$ cat src/hw/rtl/sdiv_pkg.sv
// ---------------------------------------------------------------------------
// sdiv_pkg: shared types and constants for the saturating signed divider
// Holds the field widths, the saturation limits and the structs that
// travel down the division pipeline.
// ---------------------------------------------------------------------------
`default_nettype none

package sdiv_pkg;

   localparam int WIDE_W   = 64;
   localparam int NARROW_W = 32;
   localparam int DIV_W    = 32;
   localparam int STEPS    = WIDE_W;

   localparam logic [WIDE_W-1:0]   WIDE_MAX   = {1'b0, {(WIDE_W-1){1'b1}}};
   localparam logic [WIDE_W-1:0]   WIDE_MIN   = {1'b1, {(WIDE_W-1){1'b0}}};
   localparam logic [NARROW_W-1:0] NARROW_MAX = {1'b0, {(NARROW_W-1){1'b1}}};
   localparam logic [NARROW_W-1:0] NARROW_MIN = {1'b1, {(NARROW_W-1){1'b0}}};

   // Magnitude limits of the quotient that still fit the narrow result.
   localparam logic [WIDE_W-1:0] POS_LIMIT = {{(WIDE_W-NARROW_W){1'b0}}, NARROW_MAX};
   localparam logic [WIDE_W-1:0] NEG_LIMIT = {{(WIDE_W-NARROW_W){1'b0}}, NARROW_MIN};

   typedef struct packed {
      logic valid;
      logic neg;
      logic dbz;
   } sdiv_ctl_type;

   // rem is the partial remainder, work holds the dividend bits still to be
   // consumed at the top and the quotient bits produced so far at the bottom.
   typedef struct packed {
      logic [DIV_W-1:0]  rem;
      logic [WIDE_W-1:0] work;
      logic [DIV_W-1:0]  divisor;
   } sdiv_data_type;

endpackage

`default_nettype wire

$ cat src/hw/rtl/sdiv_post.sv
// ---------------------------------------------------------------------------
// sdiv_post: result stage of the divider
// Restores the sign, applies the zero-divisor values and clamps the narrow
// result, then registers the outgoing item.
// ---------------------------------------------------------------------------
`default_nettype none

module sdiv_post
   import sdiv_pkg::*;
(
   input  wire                      clock,
   input  wire                      reset,
   input  sdiv_ctl_type             ctl_in_s,
   input  wire  [WIDE_W-1:0]        quotient,
   output logic                     valid,
   output logic [WIDE_W-1:0]        quotient_wide,
   output logic [NARROW_W-1:0]      quotient_narrow,
   output logic                     divide_by_zero
);

   logic                valid_ff;
   logic [WIDE_W-1:0]   wide_ff, wide_in, negated;
   logic [NARROW_W-1:0] narrow_ff, narrow_in;
   logic                dbz_ff;

   always_comb begin
      negated = ~quotient + 1'b1;
      if (ctl_in_s.dbz) begin
         wide_in   = ctl_in_s.neg ? WIDE_MIN : WIDE_MAX;
         narrow_in = ctl_in_s.neg ? NARROW_MIN : NARROW_MAX;
      end else if (ctl_in_s.neg) begin
         wide_in   = negated;
         narrow_in = (quotient > NEG_LIMIT) ? NARROW_MIN : negated[NARROW_W-1:0];
      end else begin
         wide_in   = quotient;
         narrow_in = (quotient > POS_LIMIT) ? NARROW_MAX : quotient[NARROW_W-1:0];
      end
   end

   always_ff @(posedge clock) begin
      if (reset) begin
         valid_ff <= 1'b0;
      end else begin
         valid_ff <= ctl_in_s.valid;
      end
      wide_ff   <= wide_in;
      narrow_ff <= narrow_in;
      dbz_ff    <= ctl_in_s.dbz;
   end

   assign valid           = valid_ff;
   assign quotient_wide   = wide_ff;
   assign quotient_narrow = narrow_ff;
   assign divide_by_zero  = dbz_ff;

endmodule

`default_nettype wire

$ cat config.mk
export PLATFORM = sky130hd
export DESIGN_NAME = sdiv_post
export DESIGN_NICKNAME = d
export VERILOG_FILES = /design/src/hw/rtl/sdiv_pkg.sv /design/src/hw/rtl/sdiv_post.sv
export SDC_FILE = /design/constraint.sdc
export NUM_CORES = 1
export LEC_CHECK = 0
export CORE_ASPECT_RATIO = 1.75
export CORE_UTILIZATION = 40
export CTS_BUF_LIST = sky130_fd_sc_hd__clkbuf_2
export CTS_CLUSTER_DIAMETER = 60
export DETAILED_ROUTE_END_ITERATION = 10
export DONT_BUFFER_PORTS = 1
export SLEW_MARGIN = 25
export SYNTH_ARGS = -nofsm -noshare
export SYNTH_HDL_FRONTEND = slang
export SYNTH_SLANG_ARGS = --single-unit
$ cat constraint.sdc
create_clock -name clock -period 3.2 [get_ports clock]
set_clock_uncertainty 0.05 [all_clocks]
set_input_delay 0.48 -clock clock [delete_from_list [all_inputs] [get_ports clock]]
set_output_delay 0.48 -clock clock [all_outputs]
set_load 0.005 [all_outputs]
[After elaboration in Yosys (flattened, before gate mapping)]
Index checks and enable logic that the tools add are counted.
Operators by class
  $add $sub $neg: 1
  magnitude comparators: 2
  mux-type cells: 8
  bitwise logic cells: 1
Operator list (count)
  2-to-1 mux 64 bit: 3
  2-to-1 mux 32 bit: 5
  adder 64 x 1 -> 64 bit (second input constant): 1
  > comparator 64 x 31 -> 1 bit (second input constant): 1
  > comparator 64 x 32 -> 1 bit (second input constant): 1
  inverter 64 bit: 1
Storage, ports and cells
  register bits: 98
  bits of input ports: 69
  output and inout bits: 98
  logic and storage cells: 16

[Logic depth before layout (Yosys ltp)]
  word-level depth: 5
  mapped depth: 9
  depth with buffers taken out: 7

[Worst setup path before layout]
Ideal clock, no wire load.
  path type: input port to flip-flop
  start: in quotient[37]
  end: reg narrow_ff[17] (netlist: quotient_narrow[17])
  library setup time: 0.079 ns
  data arrival time: 2.732 ns
  data required time: 3.071 ns
  path slack: 0.339 ns
  cell stages on the path: 8
  path buffers: 3
  cells stage by stage: or3_1 > buf_2 > or4_4 > buf_6 > or4_1 > clkbuf_2 > or4_1 > o211ai_1
On the way
  cells in the longest elaborated chain, start to end: 4
  elaborated cells on any way between the ends: 6
  those cells by class: order compare (2); mux (4)
RTL lines
  from (decl): RTL line sdiv_post.sv:14  | input wire [WIDE_W-1:0] quotient,
  > comparator 64 x 31 -> 1 bit / > comparator 64 x 32 -> 1 bit (equally long branches): RTL line sdiv_post.sv:36, sdiv_post.sv:33
  2-to-1 mux 32 bit, on equally long branches: RTL line sdiv_post.sv:36, sdiv_post.sv:33
  2-to-1 mux 32 bit *: RTL line sdiv_post.sv:31  | end else if (ctl_in_s.neg) begin
  2-to-1 mux 32 bit *: RTL line sdiv_post.sv:28  | if (ctl_in_s.dbz) begin
  net narrow_in[17]: RTL line sdiv_post.sv:23  | logic [NARROW_W-1:0] narrow_ff, narrow_in;
  to (signal assigned): RTL line sdiv_post.sv:47  | narrow_ff <= narrow_in;
  to (decl): RTL line sdiv_post.sv:23
The timed path passes the listed nets; every way through them passes the cells marked *.
A chain may end at the register's enable or synchronous reset.

[Worst setup path in the final report]
  start: in quotient[1]
  end: reg narrow_ff[20] (netlist: quotient_narrow[20])
On the way
  cells in the longest elaborated chain, start to end: 5
  elaborated cells on any way between the ends: 8
  those cells by class: add/sub (1); order compare (2); mux (4); bitwise (1)
RTL lines
  inverter 64 bit: RTL line sdiv_post.sv:27  | negated = ~quotient + 1'b1;
  adder 64 x 1 -> 64 bit: RTL line sdiv_post.sv:27
  2-to-1 mux 32 bit: RTL line sdiv_post.sv:33  | narrow_in = (quotient > NEG_LIMIT) ? NARROW_MIN : negated[NARROW_W-1:0];
  2-to-1 mux 32 bit *: RTL line sdiv_post.sv:31
  2-to-1 mux 32 bit *: RTL line sdiv_post.sv:28
  net narrow_in[20]: RTL line sdiv_post.sv:23
Marks and branches as above.

==> results_dict.tcl <==
set metrics [dict create \
    drive_above_1_share 0.0999 \
    ir_worst_vdd_mv 0.207 \
    die_y_um 155 \
    synth_cells 673 \
    nFillCells 1295 \
    cts.sinks 98 \
    hold_violations 0 \
    min_to "quotient_narrow[5]" \
    start_util 0.413 \
    tns_ps 0 \
    netlist-cell-type-count 58 \
    drc 0 \
    viasPerCell 6.71 \
    timing.fmax_mhz 328 \
    ys_ff_latch 98 \
    cap_violations 0 \
    crit_top_cell "dlygate4sd3_1" \
    end_kind "flip-flop" \
    finalCriticalPeriod_ps 3050 \
    setup_violations 0 \
    avgSynthCellArea_um2 7.98 \
    worstMarginPinSlew_ps 976 \
    worst_slack_ps 152 \
    die_area_um2 13900 \
    fp.dieW_um 89.6 \
    grt_overflow 0 \
    ant_nets 0 \
    port-buffer-count 0 \
    rsz0062_at_grt "false" \
    crit_type "input port to flip-flop" \
    num_rows 55 \
    dpl.hpwl_um 14200 \
    place_congestion 0.891 \
    io_pins 167 \
    worstPathRequired_ps 3710 \
    cts_tree "yes" \
    vias 5988 \
    cellPowerDensity_nw_per_um2 392 \
    wl_um 22000 \
    path_cells "dlygate4sd3_1 > inv_1 > ha_1 > nor3b_1 > nand3_1 > o31ai_4 > buf_4 > a41o_1 > a21o_1 > dlygate4sd3_1" \
    grt_pass1_vias 6006 \
    syn-cell-area_um2 5370 \
    clk_pin_slew_ps 260 \
    status "finished, final reports clean" \
    root_buffer "clkbuf_2" \
    avgRoutedWirePerCell_um 24.6 \
    slowest_delay_ps 570 \
    fin_util 0.494 \
    holdWs_ps 29.2 \
    synth-warning-count 0 \
    path_max_fanout 15 \
    cts_setup_buffers 0 \
    area_growth_pct 19.7 \
    relSlewSlack 0.348 \
    htree_levels 3 \
    arrival_ps 3550 \
    hold_depth 3 \
    drt_iter0_drc 606 \
    synth_ff_type "dfxtp_1" \
    core-area_um2 13000 \
    finalMaxSlewViolations 0 \
    cts_buffers 9 \
    grtUsageTotal 0.319 \
    clockBufferDepth 2 \
    place_ws_ps 171 \
    grt_pass1_wl_um 33200 \
    worst_path_max_delay_cell "dlygate4sd3_1" \
    drt_pass1_iterations 5 \
    cellLeakagePower_nw 2.22 \
    synth_fp_nets 743 \
    grt_max_degree 48 \
    cp-start-kind "input port" \
    fin_nets 787 \
    antenna_found_initial 1 \
    synth-edff-count 0 \
    hold_path_class "input port to flip-flop" \
    synth_async_sr_flop_share 0 \
    ys_seq_area_frac 0.365 \
    post-route-period-util 0.952 \
    min-delay-start "quotient[5]" \
]
[flip-flops by register name, summed over array words and instances (netlist names)]
signal / count
quotient_wide: 64
valid: 1
quotient_narrow: 32
divide_by_zero: 1
[worst max path at each step]
| stage | to | depth (start not counted) | start |
|---|---|---|---|
| finish | quotient_narrow[20] | 10 | quotient[1] |
| global route | quotient_narrow[20] | 10 | quotient[1] |
| CTS | quotient_narrow[20] | 10 | quotient[1] |
| detailed placement | quotient_narrow[17] | 5 | quotient[57] |
| global placement | quotient_narrow[17] | 5 | quotient[57] |
| floorplan | quotient_narrow[17] | 8 | quotient[37] |
[per-layer routing]
metal	vias up	track usage	wire length, µm
met1	2903	0.342	7820
li1	2687	-	-
met5	-	0	0
met4	0	0.169	1070
met2	320	0.566	11600
met3	78	0.0679	1440
[critical path, delay by kind of cell]
family          cells  cell delay (ps)
buf+inv             4             1480
compound gates      3              720
simple gates        2              630
fa+ha+maj           1              230
[synthesized netlist by cell type, types with 17 or more instances]
master / number / share of area
o211ai_1: 21 / 0.029
o21ai_0: 34 / 0.032
nor3_1: 33 / 0.031
nor2_1: 61 / 0.043
clkbuf_1: 57 / 0.040
nand2_1: 38 / 0.027
dfxtp_1: 98 / 0.37
a21oi_1: 42 / 0.039
nand3_1: 17 / 0.016
nand4_1: 30 / 0.035
nor4_1: 22 / 0.026
o311ai_0: 18 / 0.029
[placed cells by master, fill, tap and decap left out, types with 6 or more instances in the layout]
| master | synthesis | layout |
|---|---|---|
| or4_1 | 12 | 12 |
| nand3_1 | 17 | 17 |
| o21a_1 | 7 | 7 |
| a31oi_1 | 10 | 10 |
| dfxtp_1 | 98 | 98 |
| a211oi_1 | 8 | 8 |
| inv_1 | 10 | 9 |
| o21ai_0 | 34 | 34 |
| o31ai_1 | 9 | 9 |
| a211o_1 | 15 | 15 |
| a21oi_1 | 42 | 42 |
| a31o_2 | 9 | 9 |
| nor2_1 | 61 | 60 |
| nor3_1 | 33 | 33 |
| dlygate4sd3_1 | 0 | 70 |
| o311ai_0 | 18 | 18 |
| xor2_1 | 10 | 10 |
| o211ai_1 | 21 | 21 |
| or2_2 | 6 | 6 |
| nor2b_1 | 7 | 7 |
| nor4_1 | 22 | 22 |
| nand2_1 | 38 | 38 |
| o41ai_1 | 9 | 9 |
| or3_1 | 16 | 16 |
| nand4_1 | 30 | 30 |
| buf_4 | 0 | 30 |
| a221o_1 | 6 | 6 |
| clkbuf_2 | 2 | 10 |
[repair_timing]
action                                  in CTS  in global routing
endpoints found under the setup margin       0                  1
hold buffers                                65                  6
gates resized for setup                      0                  2
endpoints found under the hold margin       89                  6
[layout make-up]
| class | count | area (µm²) | share of cell area |
|---|---|---|---|
| diodes | 1 | 2.50 | 0.000389 |
| clock buffers | 10 | 50.0 | 0.00779 |
| inverters | 10 | 37.5 | 0.00584 |
| well taps | 171 | 214 | 0.0333 |
| clock inverters | 5 | 104 | 0.0162 |
| repair buffers | 101 | 946 | 0.147 |
| multi-input cells | 497 | 3110 | 0.484 |
| flip-flops and latches | 98 | 1960 | 0.305 |
[stage by stage]
stage / cell area, µm² / instances / power [mW]
floorplan: 5370 / 673 / 1.63
global placement: 5540 / 806 / 1.68
detailed placement: 5540 / 806 / 1.68
CTS: 6350 / 886 / 2.53
global route: 6430 / 893 / 2.62
finish: 6430 / 893 / 2.52
[kinds of logic (layout without fill, tap and decap cells)]
logic type,after synthesis,after routing,share of synthesized area
AO/OA/AOI/OAI,219,219,0.289
other,0,1,0
buffers and inverters,78,126,0.0587
flip-flops,98,98,0.365
AND/OR/NAND/NOR,265,265,0.265
XOR/XNOR,12,12,0.0196
adder cells (fa/ha/maj),1,1,0.00233
[where the power goes]
| group | leakage [nW] | internal (mW) | switching (mW) | total (mW) |
|---|---|---|---|---|
| sequential | 0.826 | 1.33 | 0.0563 | 1.38 |
| clock | 0.0920 | 0.335 | 0.426 | 0.761 |
| combinational | 1.30 | 0.176 | 0.202 | 0.377 |
| total | 2.22 | 1.84 | 0.684 | 2.52 |
Power figures use the tool's default switching activity.
