File: src/hw/rtl/sdiv_pkg.sv
// ---------------------------------------------------------------------------
// sdiv_pkg: shared types and constants for the saturating signed divider
// Holds the field widths, the saturation limits and the structs that
// travel down the division pipeline.
// ---------------------------------------------------------------------------
`default_nettype none

package sdiv_pkg;

   localparam int WIDE_W   = 64;
   localparam int NARROW_W = 32;
   localparam int DIV_W    = 32;
   localparam int STEPS    = WIDE_W;

   localparam logic [WIDE_W-1:0]   WIDE_MAX   = {1'b0, {(WIDE_W-1){1'b1}}};
   localparam logic [WIDE_W-1:0]   WIDE_MIN   = {1'b1, {(WIDE_W-1){1'b0}}};
   localparam logic [NARROW_W-1:0] NARROW_MAX = {1'b0, {(NARROW_W-1){1'b1}}};
   localparam logic [NARROW_W-1:0] NARROW_MIN = {1'b1, {(NARROW_W-1){1'b0}}};

   // Magnitude limits of the quotient that still fit the narrow result.
   localparam logic [WIDE_W-1:0] POS_LIMIT = {{(WIDE_W-NARROW_W){1'b0}}, NARROW_MAX};
   localparam logic [WIDE_W-1:0] NEG_LIMIT = {{(WIDE_W-NARROW_W){1'b0}}, NARROW_MIN};

   typedef struct packed {
      logic valid;
      logic neg;
      logic dbz;
   } sdiv_ctl_type;

   // rem is the partial remainder, work holds the dividend bits still to be
   // consumed at the top and the quotient bits produced so far at the bottom.
   typedef struct packed {
      logic [DIV_W-1:0]  rem;
      logic [WIDE_W-1:0] work;
      logic [DIV_W-1:0]  divisor;
   } sdiv_data_type;

endpackage

`default_nettype wire

File: src/hw/rtl/sdiv_step.sv
// ---------------------------------------------------------------------------
// sdiv_step: one restoring division stage
// Shifts in one dividend bit, trial-subtracts the divisor and registers the
// new remainder and one quotient bit.
// ---------------------------------------------------------------------------
`default_nettype none

module sdiv_step
   import sdiv_pkg::*;
(
   input  wire                      clock,
   input  wire                      reset,
   input  sdiv_ctl_type             ctl_in_s,
   input  sdiv_data_type            data_in_s,
   output sdiv_ctl_type             ctl_out,
   output sdiv_data_type            data_out
);

   sdiv_ctl_type        ctl_ff;
   sdiv_data_type       data_ff, data_in;
   logic [DIV_W:0]      trial;
   logic [DIV_W+1:0]    diff;
   logic                qbit;

   always_comb begin
      trial = {data_in_s.rem, data_in_s.work[WIDE_W-1]};
      diff  = {1'b0, trial} - {2'b00, data_in_s.divisor};
      // No borrow means the divisor fitted; the remainder then stays below it.
      qbit  = ~diff[DIV_W+1];
      data_in.rem     = qbit ? diff[DIV_W-1:0] : trial[DIV_W-1:0];
      data_in.work    = {data_in_s.work[WIDE_W-2:0], qbit};
      data_in.divisor = data_in_s.divisor;
   end

   always_ff @(posedge clock) begin
      if (reset) begin
         ctl_ff.valid <= 1'b0;
      end else begin
         ctl_ff.valid <= ctl_in_s.valid;
      end
      ctl_ff.neg <= ctl_in_s.neg;
      ctl_ff.dbz <= ctl_in_s.dbz;
      data_ff    <= data_in;
   end

   assign ctl_out  = ctl_ff;
   assign data_out = data_ff;

endmodule

`default_nettype wire

File: config.mk
export PLATFORM = sky130hd
export DESIGN_NAME = sdiv_step
export DESIGN_NICKNAME = d
export VERILOG_FILES = /design/src/hw/rtl/sdiv_pkg.sv /design/src/hw/rtl/sdiv_step.sv
export SDC_FILE = /design/constraint.sdc
export NUM_CORES = 1
export LEC_CHECK = 0
export ABC_AREA = 1
export BUFFER_PORTS_ARGS = -buffer_cell sky130_fd_sc_hd__buf_4
export CORE_MARGIN = 2
export CORE_UTILIZATION = 49
export CTS_BUF_LIST = sky130_fd_sc_hd__clkbuf_4
export CTS_CLUSTER_SIZE = 40
export DETAILED_ROUTE_END_ITERATION = 12
export HOLD_SLACK_MARGIN = 0.15
export PLACE_DENSITY = 0.9
export SLEW_MARGIN = 15
export SYNTH_ARGS = -nofsm -noshare
export SYNTH_HDL_FRONTEND = slang
export SYNTH_SLANG_ARGS = --single-unit
File: constraint.sdc
create_clock -name clock -period 2.7 [get_ports clock]
set_input_delay 0.81 -clock clock [delete_from_list [all_inputs] [get_ports clock]]
set_output_delay 0.81 -clock clock [all_outputs]
set_load 0.01 [all_outputs]
# == After elaboration in Yosys (flattened, before gate mapping) ==
# Cells that the tools add are included.
# op_classes
add_sub_neg,1
n_mux,1
n_bitwise,1
# op_table
operator,n
$sub 33x32->34,1
$mux 32,1
$not 1->1,1
# word_totals
register_bits,131
input_bits,133
output_inout_bits,131
elab_cells,9

# == Depth between registers and ports, before layout ==
# Gate-level depths: netlist (run 1).
# depth
word_depth,2
mapped_depth,15
ltp_nobuf,15

# == Worst setup path before layout (run 1) ==
# OpenSTA, ideal clock, no wires.
# synth_path
path_type,input -> register
startpoint,input data_in_s[95] (netlist name)
endpoint,"register data_ff, in the netlist data_out[124]"
setup_time_ps,112
arrival_ps,2220
required_ps,2588
setup_slack_ps,368
stages,14
path_buffers,0
cell_sequence,inv_1 ha_1 inv_1 fa_1 nand3_1 nand3_1 nand2_1 nand2_1 nand2_1 nand2_1 nand2_1 nand3_1 nand3_2 nand2_1
# synth_rtl
item,line,text
"start, declared",sdiv_step.sv:14,"input sdiv_data_type data_in_s,"
"end signal, assigned",sdiv_step.sv:43,data_ff <= data_in;
"end, declared",sdiv_step.sv:20,"sdiv_data_type data_ff, data_in;"

==> impl_metrics.ini, run 1 <==
[status]
status = finished, final reports clean

[die]
core_area_mm2 = 0.0115
fp.dieW_um = 112
ioPinCount = 264
start_util_pct = 50.3
die_h_um = 112
die_area_mm2 = 0.0127
fp-row-count = 39

[setup_path]
cp_data_required_time_ns = 3.22
crit_path_end_kind = flip-flop
crit_arrival_ns = 2.65
cp_max_fo = 4
crit_type = input port to flip-flop
cp-start-kind = input port

[finish]
syn_to_final_growth_pct = 43.3
regArea_mm2 = 0.00262
multi_input_area_mm2 = 0.00252
diodes = 0
nFillCells = 965
drive_gt1_share_pct = 31.4
final_cell_area_mm2 = 0.00826
final_nets = 1221
final_core_utilization_pct = 72.1

[placement]
hpwl_um = 14700
place_area_mm2 = 0.00792
io_buffers = 263
globalplace.congestion = 0.965

[drt]
vias = 5769
ant_nets = 0
drtPass1Iterations = 5
post_drt_wl_per_cell_um = 15.2
drc = 0
dr.first_iter.drc_count = 373
vias_per_cell = 4.76
wl_um = 18400

[clock_tree]
htreeDepth = 4
clock-sinks = 131
clk_path_buf_depth = 2
clkTransAtPathRegs_ns = 0.14
cts_resized = 0
numCtsBuffers = 17
clock-root-buffer = clkbuf_4
cts_tree = built
cts_post_setup_buffers_inserted = 0
cts-hold-fix-buffers = 0

[synthesis]
synth_cell_type_count = 30
yosys_warnings = 0
synth.avg_cell_area_um2 = 7.47
dominantRegCellSynth = dfxtp_1
synth_cells = 772
synth-async-reset-ratio_pct = 0
ys_ff_latch = 131
synth_edf_count = 0
synth.net_count = 938
synthesis.area_mm2 = 0.00577
ys_seq_area_share_pct = 45.5

[grt]
overflow = 0
grt_pass1_vias = 5522
grt_usage_pct = 28.7
antenna_found_initial = 0
grt_pass1_wl_um = 28200
grt_max_degree = 35

[timing]
finalHoldViolCount = 0
fmax_mhz = 469
rsz0062_at_grt = false
tns_ns = 0
slew_viol_final = 0
fin_crit_ns = 2.13
slew_headroom_pct = 78.1
worstMarginPinSlew_ns = 0.328
finalSetupViolations = 0
fin_crit_sh_pct = 78.9
timing.hold.ws_ns = 0.336

[pwr]
leakagePower_uw = 0.00472
vdd_drop_max_uv = 628
total_power_uw = 4980
power_density_mw_per_mm2 = 603

[job]
drv_cap = 0

[min_path]
hp-class = input port to flip-flop
==> power by group <==
group	leakage [uW]	switching, uW	internal [uW]
registers	0.00111	54.2	2110
clock network	0.000182	811	764
logic	0.00344	674	568
total	0.00472	1540	3440
==> area by class of cell <==
class / count / area share, %
sequential: 131 / 31.7
multi-input combinational: 486 / 30.5
timing repair buffer: 273 / 24.8
inverter: 146 / 6.63
clock inverter: 15 / 2.62
tap: 143 / 2.17
clock buffer: 17 / 1.54
==> cells in the final DEF (no fill, tap or decap), types with 2 or more instances in the layout <==
master,count
buf_4,273
nor2_1,41
ha_1,32
nand3_1,58
nand3_2,14
inv_8,2
inv_2,3
nor2_2,3
nand3b_1,5
xor2_1,15
o21bai_1,3
bufinv_16,4
nand4_1,7
inv_1,143
nand2_1,264
nor3_1,3
inv_6,6
and2_1,10
a21oi_1,18
dfxtp_1,131
nand2_2,4
clkbuf_4,17
==> metal layers <==
| metal | vias up | GRT usage, % | routed length (um) |
|---|---|---|---|
| li1 | 2910 | - | - |
| met1 | 2608 | 35.1 | 7730 |
| met2 | 227 | 50.0 | 9010 |
| met3 | 24 | 7.56 | 1270 |
| met4 | 0 | 8.29 | 344 |
| met5 | - | 0 | 0 |
==> sequential cells by signal, summed over array words and instances, names as in the netlist <==
signal / flops
data_out: 128
ctl_out: 3
==> metrics by stage <==
step | std cells | setup WS (ns)
after floorplan | 772 | 0.368
after global placement | 1179 | 0.0459
after detailed placement | 1179 | 0.0225
after CTS | 1211 | 0.619
after global routing | 1211 | 0.444
final | 1211 | 0.569
==> kinds of logic after synthesis <==
logic type | after synthesis | synth area share [%]
AOI/OAI and AO/OA | 23 | 2.19
buffers and inverters | 155 | 10.8
adders and majority gates | 33 | 7.29
xor gates and xnor gates | 15 | 2.28
and+or+nand+nor | 415 | 32.0
DFF | 131 | 45.5
==> path summary, 6_finish.rpt <==
kind           from       endpoint  slack [ns]  depth (start not counted)
min   data_in_s[73]   data_out[74]        0.34                          1
max   data_in_s[95]  data_out[124]        0.57                         16
==> Yosys cell counts, types with 2 or more instances <==
cell type / n / share of area (%)
nand4_1: 7 / 0.76
a21oi_1: 18 / 1.6
dfxtp_1: 131 / 45
nand3b_1: 5 / 0.65
nand2_2: 4 / 0.43
nor3_1: 3 / 0.26
nand3_2: 14 / 2.4
inv_2: 3 / 0.20
nor2_2: 3 / 0.33
nand2_1: 264 / 17
buf_2: 5 / 0.43
inv_1: 143 / 9.3
and2_1: 10 / 1.1
nor2_1: 41 / 2.7
nand3_1: 58 / 5.0
ha_1: 32 / 6.9
o21bai_1: 3 / 0.39
buf_6: 2 / 0.39
xor2_1: 15 / 2.3
==> critical path: stages <==
cell,delay (ns)
buf_4,0.11
inv_1,0.06
ha_1,0.13
inv_1,0.09
fa_1,0.47
nand3_1,0.13
nand3_1,0.12
nand2_1,0.09
nand2_1,0.12
nand2_1,0.09
nand2_1,0.08
nand2_1,0.10
nand2_1,0.06
nand2_1,0.07
nand3_2,0.06
nand2_1,0.07
Note: power is estimated with default switching activity, not from simulation.
==> run 2, diff against run 1 <==
--- a/config.mk
+++ b/config.mk
@@ -5,15 +5,15 @@
 export SDC_FILE = /design/constraint.sdc
 export NUM_CORES = 1
 export LEC_CHECK = 0
-export ABC_AREA = 1
+export ABC_AREA = 0
 export BUFFER_PORTS_ARGS = -buffer_cell sky130_fd_sc_hd__buf_4
 export CORE_MARGIN = 2
-export CORE_UTILIZATION = 49
+export CORE_UTILIZATION = 42
 export CTS_BUF_LIST = sky130_fd_sc_hd__clkbuf_4
 export CTS_CLUSTER_SIZE = 40
 export DETAILED_ROUTE_END_ITERATION = 12
 export HOLD_SLACK_MARGIN = 0.15
-export PLACE_DENSITY = 0.9
+export PLACE_DENSITY = 0.85
 export SLEW_MARGIN = 15
 export SYNTH_ARGS = -nofsm -noshare
 export SYNTH_HDL_FRONTEND = slang
==> constraint.sdc (replaced) <==
create_clock -name clock -period 1.8 [get_ports clock]
set_input_delay 0.54 -clock clock [delete_from_list [all_inputs] [get_ports clock]]
set_output_delay 0.54 -clock clock [all_outputs]
set_load 0.01 [all_outputs]
==> impl_metrics.ini, run 2 <==
[status]
status = finished, violations left
violations = negative setup slack

[setup_path]
cp_data_required_time_ns = 2.27
crit_path_end_kind = flip-flop
crit_type = input port to flip-flop
cp-start-kind = input port
cp_max_fo = 3
worst_path_most_repeated_cell = buf_4
cpPeakStageDelay_ns = 0.61
crit_arrival_ns = 3.36
critPathSlowestCell = mux2i_1
crit_chain = buf_4 -> inv_4 -> ha_4 -> buf_6 -> a21o_1 -> a21oi_2 -> o21ai_2 -> nor2_4 -> o21bai_4 -> buf_4 -> buf_4 -> a211oi_4 -> mux2i_1 -> nor2_1

[grt]
grt_pass1_vias = 6480
overflow = 0
use_met3_pct = 12.3
met2_usage_pct = 68.8
use_met1_pct = 40.6
grt_usage_pct = 39.0
grt_pass1_wl_um = 37800
antenna_found_initial = 3
busiest_layer = met2
grt_max_degree = 17

[placement]
globalplace.congestion = 0.918
place_area_mm2 = 0.00796
io_buffers = 263
hpwl_um = 14200

[synthesis]
synth-async-reset-ratio_pct = 0
netlist_top_cells_count = dfxtp_1 (131), inv_1 (41), a21oi_1 (32), ha_1 (32), mux2_4 (25)
synth.avg_cell_area_um2 = 11.1
synth_edf_count = 0
synth.net_count = 619
synth_largest_area_cell = dfxtp_1
yosys_warnings = 0
ys_seq_area_share_pct = 52.1
synth_cell_type_count = 53
yosysMostFrequentCell = dfxtp_1
synthesis.area_mm2 = 0.00504
synth_cells = 453
dominantRegCellSynth = dfxtp_1
synth_area_leaders = dfxtp_1 (52%), ha_1 (8.0%), mux2_4 (7.5%), a21oi_1 (3.2%), inv_1 (3.1%)
yosys.area.top_type_share_pct = 52.1
ys_ff_latch = 131

[clock_tree]
clkTransAtPathRegs_ns = 0.15
clk_path_buf_depth = 2
clock-sinks = 131
htreeDepth = 4
cts_tree = built
numCtsBuffers = 17
clock-root-buffer = clkbuf_4

[drt]
vias = 6784
vias_per_cell = 6.08
post_drt_wl_per_cell_um = 29.4
drtPass1Iterations = 9
dr.first_iter.drc_count = 1265
ant_nets = 0
wl_um = 32800
drc = 0

[min_path]
hp-class = input port to flip-flop
hold-path-cell-count = 2

[finish]
final_common_cell = buf_4
multi_input_area_mm2 = 0.00263
syn_to_final_growth_pct = 99.1
final_nets = 1123
layout_common_cells = buf_4 (368), dfxtp_1 (131), dlygate4sd3_1 (98), inv_1 (31), mux2_4 (27)
final_core_utilization_pct = 86.7
nFillCells = 426
final_cell_area_mm2 = 0.0100
largest_reg_flops = 128
drive_gt1_share_pct = 54.1
regArea_mm2 = 0.00262

[die]
die_area_mm2 = 0.0129
fp.dieW_um = 114
die_h_um = 114
core_area_mm2 = 0.0116
fp-row-count = 39
ioPinCount = 264
start_util_pct = 43.5

[pwr]
power_density_mw_per_mm2 = 867
total_power_uw = 8690
vdd_drop_max_uv = 501
leakagePower_uw = 0.00488

[timing]
slew_viol_final = 0
finalSetupViolations = 34
fmax_mhz = 346
finalHoldViolCount = 0
fin_crit_sh_pct = 161
tns_ns = -23.35
slew_headroom_pct = 54.1
fin_ws_ns = -1.09
rsz0062_at_grt = true
fin_crit_ns = 2.89
worstMarginPinSlew_ns = 0.669

[job]
drv_cap = 0
run 2: changes by cell type after synthesis, sizes merged, moves of 17 or more:
cell and delta:
o21ai +17, nor2 -29, inv -105, nand3 -67
nand2 -247, xnor2 +17, mux2 +27
run 2: kinds of logic after synthesis:
kind of cell | synth area share, %
flops | 52.1
compound gates | 13.6
simple gates | 8.05
buf+inv | 4.65
mux | 9.09
fa+ha+maj | 8.35
xor+xnor | 4.17
run 2: cell type report:
class	instances	share of cell area [%]
sequential	131	26.2
multi-input combinational	273	26.2
timing repair buffer	493	41.1
clock buffer	18	1.35
inverter	41	1.78
antenna	3	0.0749
tap	143	1.78
clock inverter	14	1.52
run 2: worst max-delay path, delay by kind of cell:
kind / cells / cell delay [ns]
AO/OA/AOI/OAI: 5 / 0.99
buffers and inverters: 5 / 0.60
AND/OR/NAND/NOR: 2 / 0.40
multiplexers: 1 / 0.61
adder cells (fa/ha/maj): 1 / 0.21
run 2: worst paths after layout:
| kind | from | endpoint | slack [ns] |
|---|---|---|---|
| max | data_in_s[5] | data_out[127] | -1.09 |
| min | data_in_s[117] | data_out[118] | 0.15 |
run 2: timing repair:
action                                  4_1_cts  5_1_grt
hold endpoints to repair                     98        0
pin swaps                                    19       27
endpoints found under the setup margin       33       33
gates cloned                                  2        0
hold buffers                                 98        0
resized for setup                            68       44
buffers inserted                             18       19
run 2: layer usage:
metal	vias up	part of all wire, %	wire (um)
li1	2598	-	-
met1	3076	32	10600
met2	769	44	14400
met3	341	13	4190
met4	0	11	3650
met5	-	0	0
run 2: through the flow:
step / setup slack [ns] / cells / hold WS, ns
floorplan: -1.10 / 453 / 0.568
global placement: -1.35 / 946 / 0.645
detailed placement: -1.46 / 946 / 0.646
CTS: -0.684 / 1096 / 0.163
global route: -1.06 / 1114 / 0.147
finish: -1.09 / 1116 / 0.152
run 2: where the power goes:
part	internal [uW]	switching [uW]	leakage [uW]
logic	1610	1460	0.00362
registers	3180	142	0.00111
clock network	859	1440	0.000153
