`config.mk`:
```
export PLATFORM = sky130hd
export DESIGN_NAME = sdiv_prep
export DESIGN_NICKNAME = d
export VERILOG_FILES = /design/src/hw/rtl/sdiv_pkg.sv /design/src/hw/rtl/sdiv_prep.sv
export SDC_FILE = /design/constraint.sdc
export NUM_CORES = 1
export LEC_CHECK = 0
export ABC_AREA = 0
export BUFFER_PORTS_ARGS = -buffer_cell sky130_fd_sc_hd__buf_2
export CAP_MARGIN = 25
export CORE_UTILIZATION = 39
export DETAILED_ROUTE_END_ITERATION = 10
export GPL_TIMING_DRIVEN = 0
export MAX_ROUTING_LAYER = met4
export PLACE_DENSITY = 0.76
export SYNTH_ARGS = -nofsm -noshare
export SYNTH_HDL_FRONTEND = slang
export SYNTH_SLANG_ARGS = --single-unit
export TNS_END_PERCENT = 1
```
`constraint.sdc`:
```
create_clock -name clock -period 1.9 [get_ports clock]
set_input_delay 0.095 -clock clock [delete_from_list [all_inputs] [get_ports clock]]
set_output_delay 0.095 -clock clock [all_outputs]
set_load 0.02 [all_outputs]
```
`src/hw/rtl/sdiv_pkg.sv`:
```
// ---------------------------------------------------------------------------
// sdiv_pkg: shared types and constants for the saturating signed divider
// Holds the field widths, the saturation limits and the structs that
// travel down the division pipeline.
// ---------------------------------------------------------------------------
`default_nettype none

package sdiv_pkg;

   localparam int WIDE_W   = 64;
   localparam int NARROW_W = 32;
   localparam int DIV_W    = 32;
   localparam int STEPS    = WIDE_W;

   localparam logic [WIDE_W-1:0]   WIDE_MAX   = {1'b0, {(WIDE_W-1){1'b1}}};
   localparam logic [WIDE_W-1:0]   WIDE_MIN   = {1'b1, {(WIDE_W-1){1'b0}}};
   localparam logic [NARROW_W-1:0] NARROW_MAX = {1'b0, {(NARROW_W-1){1'b1}}};
   localparam logic [NARROW_W-1:0] NARROW_MIN = {1'b1, {(NARROW_W-1){1'b0}}};

   // Magnitude limits of the quotient that still fit the narrow result.
   localparam logic [WIDE_W-1:0] POS_LIMIT = {{(WIDE_W-NARROW_W){1'b0}}, NARROW_MAX};
   localparam logic [WIDE_W-1:0] NEG_LIMIT = {{(WIDE_W-NARROW_W){1'b0}}, NARROW_MIN};

   typedef struct packed {
      logic valid;
      logic neg;
      logic dbz;
   } sdiv_ctl_type;

   // rem is the partial remainder, work holds the dividend bits still to be
   // consumed at the top and the quotient bits produced so far at the bottom.
   typedef struct packed {
      logic [DIV_W-1:0]  rem;
      logic [WIDE_W-1:0] work;
      logic [DIV_W-1:0]  divisor;
   } sdiv_data_type;

endpackage

`default_nettype wire

```
`src/hw/rtl/sdiv_prep.sv`:
```
// ---------------------------------------------------------------------------
// sdiv_prep: entry stage of the divider
// Takes the numerator's magnitude, notes its sign and a zero divisor, and
// loads the first pipeline register.
// ---------------------------------------------------------------------------
`default_nettype none

module sdiv_prep
   import sdiv_pkg::*;
(
   input  wire                      clock,
   input  wire                      reset,
   input  wire                      accept,
   input  wire  [WIDE_W-1:0]        numerator,
   input  wire  [DIV_W-1:0]         divisor,
   output sdiv_ctl_type             ctl_out,
   output sdiv_data_type            data_out
);

   sdiv_ctl_type  ctl_ff, ctl_in;
   sdiv_data_type data_ff, data_in;

   always_comb begin
      ctl_in.valid    = accept;
      ctl_in.neg      = numerator[WIDE_W-1];
      ctl_in.dbz      = (divisor == '0);
      data_in.rem     = '0;
      // Negation wraps, so the most negative value gives 2^63 as unsigned.
      data_in.work    = numerator[WIDE_W-1] ? (~numerator + 1'b1) : numerator;
      data_in.divisor = divisor;
   end

   always_ff @(posedge clock) begin
      if (reset) begin
         ctl_ff.valid <= 1'b0;
      end else begin
         ctl_ff.valid <= ctl_in.valid;
      end
      ctl_ff.neg <= ctl_in.neg;
      ctl_ff.dbz <= ctl_in.dbz;
      data_ff    <= data_in;
   end

   assign ctl_out  = ctl_ff;
   assign data_out = data_ff;

endmodule

`default_nettype wire

```
* Word level (Yosys, flattened, before mapping) *
Cells that the tools add are included.

word-level totals
  register bits = 99
  output and inout bits = 131

operators by class
  add/sub/neg operators = 1
  muxes and demuxes = 1
  bitwise operators = 1
  reductions and logical operators = 1

operators with widths
  kind                                                             number
  64-bit by 1-bit adder with 64-bit output, second input constant  1
  64-bit NOT                                                       1
  63-bit 2-to-1 mux                                                1
  32-bit zero test                                                 1

* Logic depth before layout (Yosys ltp) *
Gate-level depths: netlist of run 1.

  depth after elaboration = 3
  depth in mapped cells = 7
  mapped depth without buffers = 7

* Worst setup path after synthesis of run 1 *
Ideal clock, no wire load.

  path type = input -> register
  start point = in numerator[49]
  end point = reg data_ff, in the netlist data_out[94]
  setup time = 72 ps
  arrival time = 1908 ps
  required time = 1828 ps
  slack = -80 ps
  stages on the path = 6
  buffers on the path = 1
  cell sequence = or4_4 > or3_1 > buf_2 > or4_4 > o31ai_4 > xnor2_1

RTL lines
  item                  RTL line         RTL
  from (decl)           sdiv_prep.sv:14  input wire [WIDE_W-1:0] numerator,
  to (signal assigned)  sdiv_prep.sv:41  data_ff <= data_in;
  to (decl)             sdiv_prep.sv:21  sdiv_data_type data_ff, data_in;

==> results of run 1 <==
-- where the power goes --
group / internal [uW] / switching, uW / leakage [uW]
registers: 2250 / 44.5 / 0.000835
logic: 490 / 626 / 0.00182
clock network: 513 / 800 / 0.000100
total: 3260 / 1470 / 0.00276
-- cell families after synthesis --
kind of cell,after synthesis
flops,99
simple gates,94
xor+xnor,61
compound gates,51
buf+inv,45
fa+ha+maj,1
other cells,1
-- critical path, delay by kind of cell --
family | cells | cell delay (ns)
fa+ha+maj | 1 | 0.17
xor+xnor | 1 | 0.15
compound gates | 1 | 0.37
simple gates | 3 | 1.25
buf+inv | 2 | 0.18
-- per-stage QoR --
step / worst slack [ns] / TNS [ns] / hold slack [ns] / utilization, % / instance area (um^2)
3_3_place_gp: -0.5185 / -13.98 / 0.2140 / 54.03 / 5040
3_5_place_dp: -0.5689 / -15.14 / 0.2146 / 54.03 / 5040
4_1_cts: -0.0009084 / -0.0009084 / 0.002151 / 66.79 / 6230
5_1_grt: -0.09368 / -0.4766 / 0.003016 / 67.57 / 6302
6_report: -0.01966 / -0.02421 / 0.02570 / 67.57 / 6302
2_1_floorplan: -0.08042 / -0.1490 / 0.1227 / - / 3892
-- metal layers --
metal	part of all wire [%]	vias to the layer above	global-route usage [%]
met5	0	-	-
met4	3.0	0	9.030
met3	8.1	44	7.382
met2	52	245	48.42
met1	37	1816	25.10
li1	-	1875	-
-- synth_stat cells --
cell type | number | area [um^2]
buf_1 | 1 | 3.750
xnor2_1 | 61 | 534.3
or4_1 | 16 | 120.1
o21ai_0 | 14 | 70.07
nand3_2 | 1 | 10.01
nor2b_1 | 1 | 6.260
nand3_1 | 2 | 10.01
buf_2 | 3 | 15.01
or3_4 | 1 | 11.26
clkbuf_1 | 6 | 22.52
o31ai_4 | 1 | 21.27
nor3_1 | 5 | 25.02
or3_1 | 13 | 81.33
nor2_1 | 6 | 22.52
ha_1 | 1 | 12.51
o41ai_1 | 15 | 131.4
or3_2 | 3 | 22.52
nand4_1 | 4 | 25.02
or4b_2 | 1 | 10.01
nor4_1 | 15 | 93.84
nand2_1 | 18 | 67.56
dfxtp_1 | 99 | 1982
inv_1 | 3 | 11.26
or2_2 | 4 | 25.02
buf_4 | 32 | 240.2
nand2b_1 | 2 | 12.51
or4_4 | 2 | 22.52
conb_1 | 1 | 3.750
o31ai_1 | 20 | 150.1
o31ai_2 | 1 | 12.51
-- worst paths after layout --
kind	endpoint	depth (start not counted)
setup / recovery	data_out[84]	8
hold / removal	data_out[53]	2
-- final cells by class --
cell class                      instances  area (um^2)
Buffer                                 42        282.8
Clock buffer                            9        123.9
Timing Repair Buffer                  290         1917
Clock inverter                          7        70.07
Multi-Input combinational cell        239         1754
Sequential cell                        99         1982
Inverter                                3        11.26
Tap cell                              129        161.4
Fill cell                             716         3025
-- flip-flops by register name, indices dropped and copies added (netlist names) --
register / count
data_out: 96
ctl_out: 3
-- repair_timing --
item | in CTS | in global routing
resized for setup | 10 | 16
setup endpoints to repair | 20 | 21
pin swaps | 0 | 1
hold buffers | 93 | 0
hold endpoints to repair | 93 | 0
==> flow_summary.toml, run 1 <==
[flow_run]
drv_cap = 0

[clocking]
h-tree-depth = 3
cts_buffer_depth = 2
cts.sinks = 99
cts_setup_buffers = 0
ctsRootBufferMaster = "clkbuf_8"
path_clk_slew_ns = 0.11
cts_tree = "built"
cts_made_buffers = 9

[pwr]
p_per_area_nw_per_um2 = 750.1
ir_drop_v = 0.0003548
p_leak_uw = 0.002760
power_uw = 4727

[place]
finalWeightedCongestion = 0.8623
post-place-cells = 709
numPortBuffers = 197
dp_hpwl_mm = 8.460

[global_route]
grt_max_degree = 20
first_global_vias = 4003
grt_usage_pct = 25.77
overflow = 0
grt_pass1_wl_mm = 19.26
antenna_found_initial = 0

[routing]
wl_per_cell_um = 15.86
first_pass_iters = 5
ant_nets = 0
vias_per_cell = 4.866
dr_total_vias = 3980
route.detailed.drc = 0
route.final.wire_length_mm = 12.98
dr.first_iter.drc_count = 202

[yosys]
seq_area_frac_synth_pct = 52.49
ys_types = 30
yosys_warnings = 0
synth-compound-area-share_pct = 10.21
syn_area_um2 = 3776
synth_xor_xnor_area_share_pct = 14.15
synth_top_family_by_area = "simple AND/OR/NAND/NOR gates"
synthAdderAreaFrac_pct = 0.3313
synth.avg_cell_area_um2 = 10.73
synth-simple-area-share_pct = 14.98
ys_seq_elements = 99
synth_cells = 352
synth.area.mux_share_pct = 0

[run_status]
violations = "negative setup slack"
status = "finished, violations left"

[sta]
layout_min_cycle_time_ns = 1.920
slew-limit-headroom_pct = 55.59
slew_viol_final = 0
setup_slack_ns = -0.01966
rsz0062_at_grt = "true"
hold_violations = 0
setup_viol = 2
tightest_slew_ns = 0.6662
fmax_mhz = 520.9
fin_crit_sh_pct = 101.0

[floorplan]
die_y_um = 100.4
fp.dieW_um = 100.4
core_um2 = 9328
dieArea_um2 = 10080
initial_core_util_pct = 40.48
ios = 230
rows = 35

[setup_path]
path_cells = "buf_2 > inv_1 > ha_1 > or4b_2 > nor3_2 > nand4_1 > o31ai_2 > xnor2_1"
required_ns = 2.21
worstSetupStartpointType = "input port"
crit_type = "input port to flop"
cpMaxStageDelayCell = "or4b_2"
crit_fanout = 5
max_stage_delay_ns = 0.72
cp-end-kind = "flop"
arrival_ns = 2.22
critPathLaunch = "numerator[1]"

[layout]
mostFrequentLayoutCells = "200 x buf_2, 99 x dfxtp_1, 93 x dlygate4sd3_1"
instances_no_fill = 818
finalNetCount = 784
final_layout_size_suffix_gt1_share_pct = 40.78
antenna_cells = 0
final_common_cell = "buf_2"
area_growth_pct = 66.90

[min_path]
hp-class = "input port to flop"
hp-start = "numerator[21]"
(Power assumes the default switching activity.)
==> inputs of run 2 (changes only) <==
--- a/config.mk
+++ b/config.mk
@@ -6,13 +6,15 @@
 export NUM_CORES = 1
 export LEC_CHECK = 0
 export ABC_AREA = 0
+export ABC_CLOCK_PERIOD_IN_PS = 1900
 export BUFFER_PORTS_ARGS = -buffer_cell sky130_fd_sc_hd__buf_2
 export CAP_MARGIN = 25
-export CORE_UTILIZATION = 39
+export CORE_UTILIZATION = 32
 export DETAILED_ROUTE_END_ITERATION = 10
 export GPL_TIMING_DRIVEN = 0
 export MAX_ROUTING_LAYER = met4
-export PLACE_DENSITY = 0.76
+export PLACE_DENSITY = 0.65
+export SETUP_SLACK_MARGIN = 0.4
 export SYNTH_ARGS = -nofsm -noshare
 export SYNTH_HDL_FRONTEND = slang
 export SYNTH_SLANG_ARGS = --single-unit
==> run 2 against run 1 <==
Compared with the run above: the run now ends clean; non-clock buffer count increased by 2; largest cell class unchanged; die area increased by 21%; largest power group unchanged; critical path type unchanged; worst setup slack improved by 0.13 ns; via count down 0.38%; highest routed layer unchanged; cell count grew 2.1%; first-iteration DRC count is 5.4% lower; sequential share of layout area fell by 1.3 points.
==> flow_summary.toml, run 2 (same netlist as run 1, synthesis figures left out) <==
[floorplan]
die_y_um = 110.6
initial_core_util_pct = 32.93
ios = 230
dieArea_um2 = 12240
core_um2 = 11470
rows = 39
fp.dieW_um = 110.6

[run_status]
status = "finished, final reports clean"

[pwr]
p_leak_uw = 0.002890
ir_drop_v = 0.0006679
p_per_area_nw_per_um2 = 800.2
power_uw = 5265

[layout]
finalNetCount = 786
mostFrequentLayoutCells = "193 x buf_2, 99 x dfxtp_1, 88 x dlygate4sd3_1"
final_layout_size_suffix_gt1_share_pct = 43.56
area_growth_pct = 74.25
fin_util_pct = 57.38
final_common_cell = "buf_2"
largest_reg_flops = 96

[setup_path]
crit_type = "input port to flop"
arrival_ns = 2.06
max_stage_delay_ns = 0.53
cpMostUsedCell = "buf_6"
crit_fanout = 6
path_cells = "buf_6 > or4_4 > or3_4 > buf_6 > buf_6 > or3_4 > o31ai_4 > xnor2_1"
cpMaxStageDelayCell = "or4_4"
cp-end-kind = "flop"
worstSetupStartpointType = "input port"
required_ns = 2.17

[sta]
hold_violations = 0
setup_viol = 0
layout_min_cycle_time_ns = 1.795
rsz0062_at_grt = "true"
hold_ws_ns = 0.02851
tightest_slew_ns = 0.8781
fmax_mhz = 557.2
fin_crit_sh_pct = 94.45
slew-limit-headroom_pct = 41.46
slew_viol_final = 0

[place]
dp_hpwl_mm = 8.950
numPortBuffers = 197
finalWeightedCongestion = 0.8466

[routing]
vias_per_cell = 4.749
route.final.wire_length_mm = 12.98
first_pass_iters = 5
route.detailed.drc = 0
dr.first_iter.drc_count = 191
dr_total_vias = 3965
ant_nets = 0
wl_per_cell_um = 15.54

[clocking]
cts_buffer_depth = 2
cts_tree = "built"
path_clk_slew_ns = 0.07
ctsRootBufferMaster = "clkbuf_16"
h-tree-depth = 3
cts_made_buffers = 9
cts.sinks = 99

[global_route]
antenna_found_initial = 1
grt_usage_pct = 21.63
grt_pass1_wl_mm = 20.15
overflow = 0
first_global_vias = 4093
grt_max_degree = 17

[min_path]
hp-class = "input port to flop"

[flow_run]
drv_cap = 0
## run 2: changes by cell type in the layout (fill, tap and decap cells not counted), moves of 4 or more
cell / change
or4_4: +6
dlygate4sd3_1: -5
or4_1: -6
buf_2: -7
clkbuf_8: -8
o41ai_2: +4
buf_6: +6
clkbuf_16: +9
buf_4: +7
o41ai_1: -5
## run 2: final cells by class
cell class	instances	area [um^2]
diodes	1	2.502
plain buffers	42	292.8
fillers	992	4887
multi-input cells	239	1862
clock inverters	5	60.06
well taps	143	178.9
flip-flops and latches	99	1982
inverters	3	11.26
clock buffers	11	242.7
repair buffers	292	1948
## run 2: where the power goes
| group | leakage (uW) | total [uW] | internal, uW | switching [uW] |
|---|---|---|---|---|
| Combinational | 0.00191 | 1120 | 497 | 626 |
| Clock | 0.000146 | 1840 | 1060 | 781 |
| Sequential | 0.000835 | 2300 | 2260 | 44.3 |
## run 2: final timing paths
path / start / to / cells past startpoint
worst max-delay path: numerator[49] / data_out[93] / 8
worst min-delay path: numerator[13] / data_out[45] / 2
## run 2: what timing repair did
action,4_1_cts,5_1_grt
buffers inserted,5,2
setup endpoints to repair,50,53
endpoints found under the hold margin,87,0
hold buffers,88,0
resized for setup,27,25
pin swaps,6,9
## run 2: metrics by stage
stage                     cells  setup WS, ns  setup TNS (ns)  instance area [um^2]
after detailed placement    723       -0.6028          -16.69                  5057
after global placement      723       -0.6045          -16.03                  5057
after floorplan             383      -0.08042         -0.1490                  3892
after global routing        835       0.03576               0                  6580
final                       835        0.1054               0                  6580
after CTS                   832       0.05966               0                  6441
## run 2: per-layer routing
layer / vias up / track usage (%) / share of wire, %
li1: 1870 / - / -
met1: 1868 / 22.16 / 38
met2: 204 / 38.96 / 52
met3: 23 / 5.269 / 7.6
met4: 0 / 9.511 / 2.3
met5: - / - / 0
## run 2: critical path, delay by kind of cell
kind,cells,cell delay [ns]
xor+xnor,1,0.15
simple gates,3,1.25
buf+inv,3,0.34
compound gates,1,0.23
==> inputs of run 3 (changes only) <==
--- a/config.mk
+++ b/config.mk
@@ -6,14 +6,14 @@
 export NUM_CORES = 1
 export LEC_CHECK = 0
 export ABC_AREA = 0
-export ABC_CLOCK_PERIOD_IN_PS = 1900
+export ABC_CLOCK_PERIOD_IN_PS = 2300
 export BUFFER_PORTS_ARGS = -buffer_cell sky130_fd_sc_hd__buf_2
 export CAP_MARGIN = 25
 export CORE_UTILIZATION = 32
 export DETAILED_ROUTE_END_ITERATION = 10
 export GPL_TIMING_DRIVEN = 0
 export MAX_ROUTING_LAYER = met4
-export PLACE_DENSITY = 0.65
+export PLACE_DENSITY = 0.62
 export SETUP_SLACK_MARGIN = 0.4
 export SYNTH_ARGS = -nofsm -noshare
 export SYNTH_HDL_FRONTEND = slang
==> constraint.sdc (replaced) <==
create_clock -name clock -period 2.3 [get_ports clock]
set_input_delay 0.115 -clock clock [delete_from_list [all_inputs] [get_ports clock]]
set_output_delay 0.115 -clock clock [all_outputs]
set_load 0.02 [all_outputs]
==> run 3 against run 2 <==
Compared with the run above: first-iteration DRC count is 30% higher; power decreased by 19%; non-clock buffer count shrank 29; critical path depth is 1 lower; sequential power shrank 17%; largest cell class is now flip-flops and latches.
==> flow_summary.toml, run 3 (same netlist as run 1, synthesis figures left out) <==
[clocking]
ctsRootBufferMaster = "clkbuf_16"
path_clk_slew_ns = 0.07
h-tree-depth = 3
cts.sinks = 99
cts_tree = "built"
cts_made_buffers = 9
cts_buffer_depth = 2

[layout]
largest_reg_flops = 96
final_common_cell = "buf_2"
final_layout_size_suffix_gt1_share_pct = 41.84
area_growth_pct = 62.39
instances_no_fill = 805
fin_util_pct = 53.48
antenna_cells = 0
finalNetCount = 757
fin_area_um2 = 6132
mostFrequentLayoutCells = "200 x buf_2, 99 x dfxtp_1, 64 x dlygate4sd3_1"

[global_route]
overflow = 0
grt_max_degree = 17
antenna_found_initial = 0
grt_usage_pct = 19.46
grt_pass1_wl_mm = 18.18
first_global_vias = 3665

[floorplan]
core_um2 = 11470
ios = 230
initial_core_util_pct = 32.93
dieArea_um2 = 12240
fp.dieW_um = 110.6
die_y_um = 110.6
rows = 39

[sta]
tightest_slew_ns = 0.7083
rsz0062_at_grt = "true"
slew_viol_final = 0
slew-limit-headroom_pct = 52.78
hold_ws_ns = 0.009582
fmax_mhz = 508.4
layout_min_cycle_time_ns = 1.967
setup_viol = 0
fin_crit_sh_pct = 85.51
hold_violations = 0

[place]
dp_hpwl_mm = 8.729
placed_area_um2 = 5057
numPortBuffers = 197
post-place-cells = 723
finalWeightedCongestion = 0.8197

[setup_path]
required_ns = 2.57
crit_fanout = 10
worstSetupStartpointType = "input port"
max_stage_delay_ns = 0.66
cp-end-kind = "flop"
arrival_ns = 2.24
cpMostUsedCell = "buf_2"
path_cells = "buf_2 > or4_1 > nor4_4 > nand2_1 > buf_2 > o41ai_1 > xnor2_1"
cpMaxStageDelayCell = "or4_1"
crit_type = "input port to flop"

[pwr]
p_leak_uw = 0.002701
power_uw = 4289
ir_drop_v = 0.0004115
p_per_area_nw_per_um2 = 699.4

[routing]
dr_total_vias = 3706
dr.first_iter.drc_count = 249
vias_per_cell = 4.604
route.detailed.drc = 0
ant_nets = 0
wl_per_cell_um = 14.75
first_pass_iters = 4
route.final.wire_length_mm = 11.87

[run_status]
status = "finished, final reports clean"

[flow_run]
drv_cap = 0

[min_path]
hp-class = "input port to flop"
-- run 3: changes by cell type in the layout (fill, tap and decap cells not counted), sizes merged --
cell and delta:
buf -4, diode -1, clkbuf -1, dlygate4sd3 -24
-- run 3: path summary, 6_finish.rpt --
check                     start      endpoint  slack (ns)  cells past startpoint
setup / recovery  numerator[19]  data_out[89]        0.33                      7
hold / removal    numerator[54]  data_out[86]        0.01                      2
-- run 3: where the power goes --
| part | total (uW) | switching (uW) | leakage (uW) | internal, uW |
|---|---|---|---|---|
| combinational | 869 | 498 | 0.00172 | 371 |
| sequential | 1900 | 34.7 | 0.000835 | 1860 |
| clock | 1520 | 645 | 0.000146 | 878 |
-- run 3: cell type report --
type	count	area [um^2]
plain buffers	42	281.5
clock buffers	11	242.7
clock inverters	5	60.06
fillers	1039	5335
inverters	3	11.26
multi-input cells	239	1734
flip-flops and latches	99	1982
well taps	143	178.9
repair buffers	263	1642
-- run 3: repair_timing --
item | CTS | global route
setup endpoints to repair | 29 | 32
pin swaps | 0 | 1
hold buffers | 64 | 0
setup buffers | 0 | 2
hold endpoints to repair | 63 | 0
gates resized for setup | 11 | 7
-- run 3: per-stage QoR --
step / worst slack (ns) / setup TNS [ns]
2_1_floorplan: 0.2996 / 0
3_3_place_gp: -0.2064 / -2.559
3_5_place_dp: -0.2438 / -3.107
4_1_cts: 0.3358 / 0
5_1_grt: 0.2493 / 0
6_report: 0.3332 / 0
-- run 3: metal layers --
metal,vias to the layer above,GRT usage [%],wire length (um)
met2,183,34.87,6077
met1,1688,21.73,4983
met5,-,-,0
met4,0,7.022,169
li1,1817,-,-
met3,18,3.074,640
-- run 3: worst max-delay path: cells and delay by family --
kind / cells / cell delay (ns)
and+or+nand+nor: 3 / 1.18
AOI/OAI and AO/OA: 1 / 0.44
buffers and inverters: 2 / 0.33
xor gates and xnor gates: 1 / 0.17
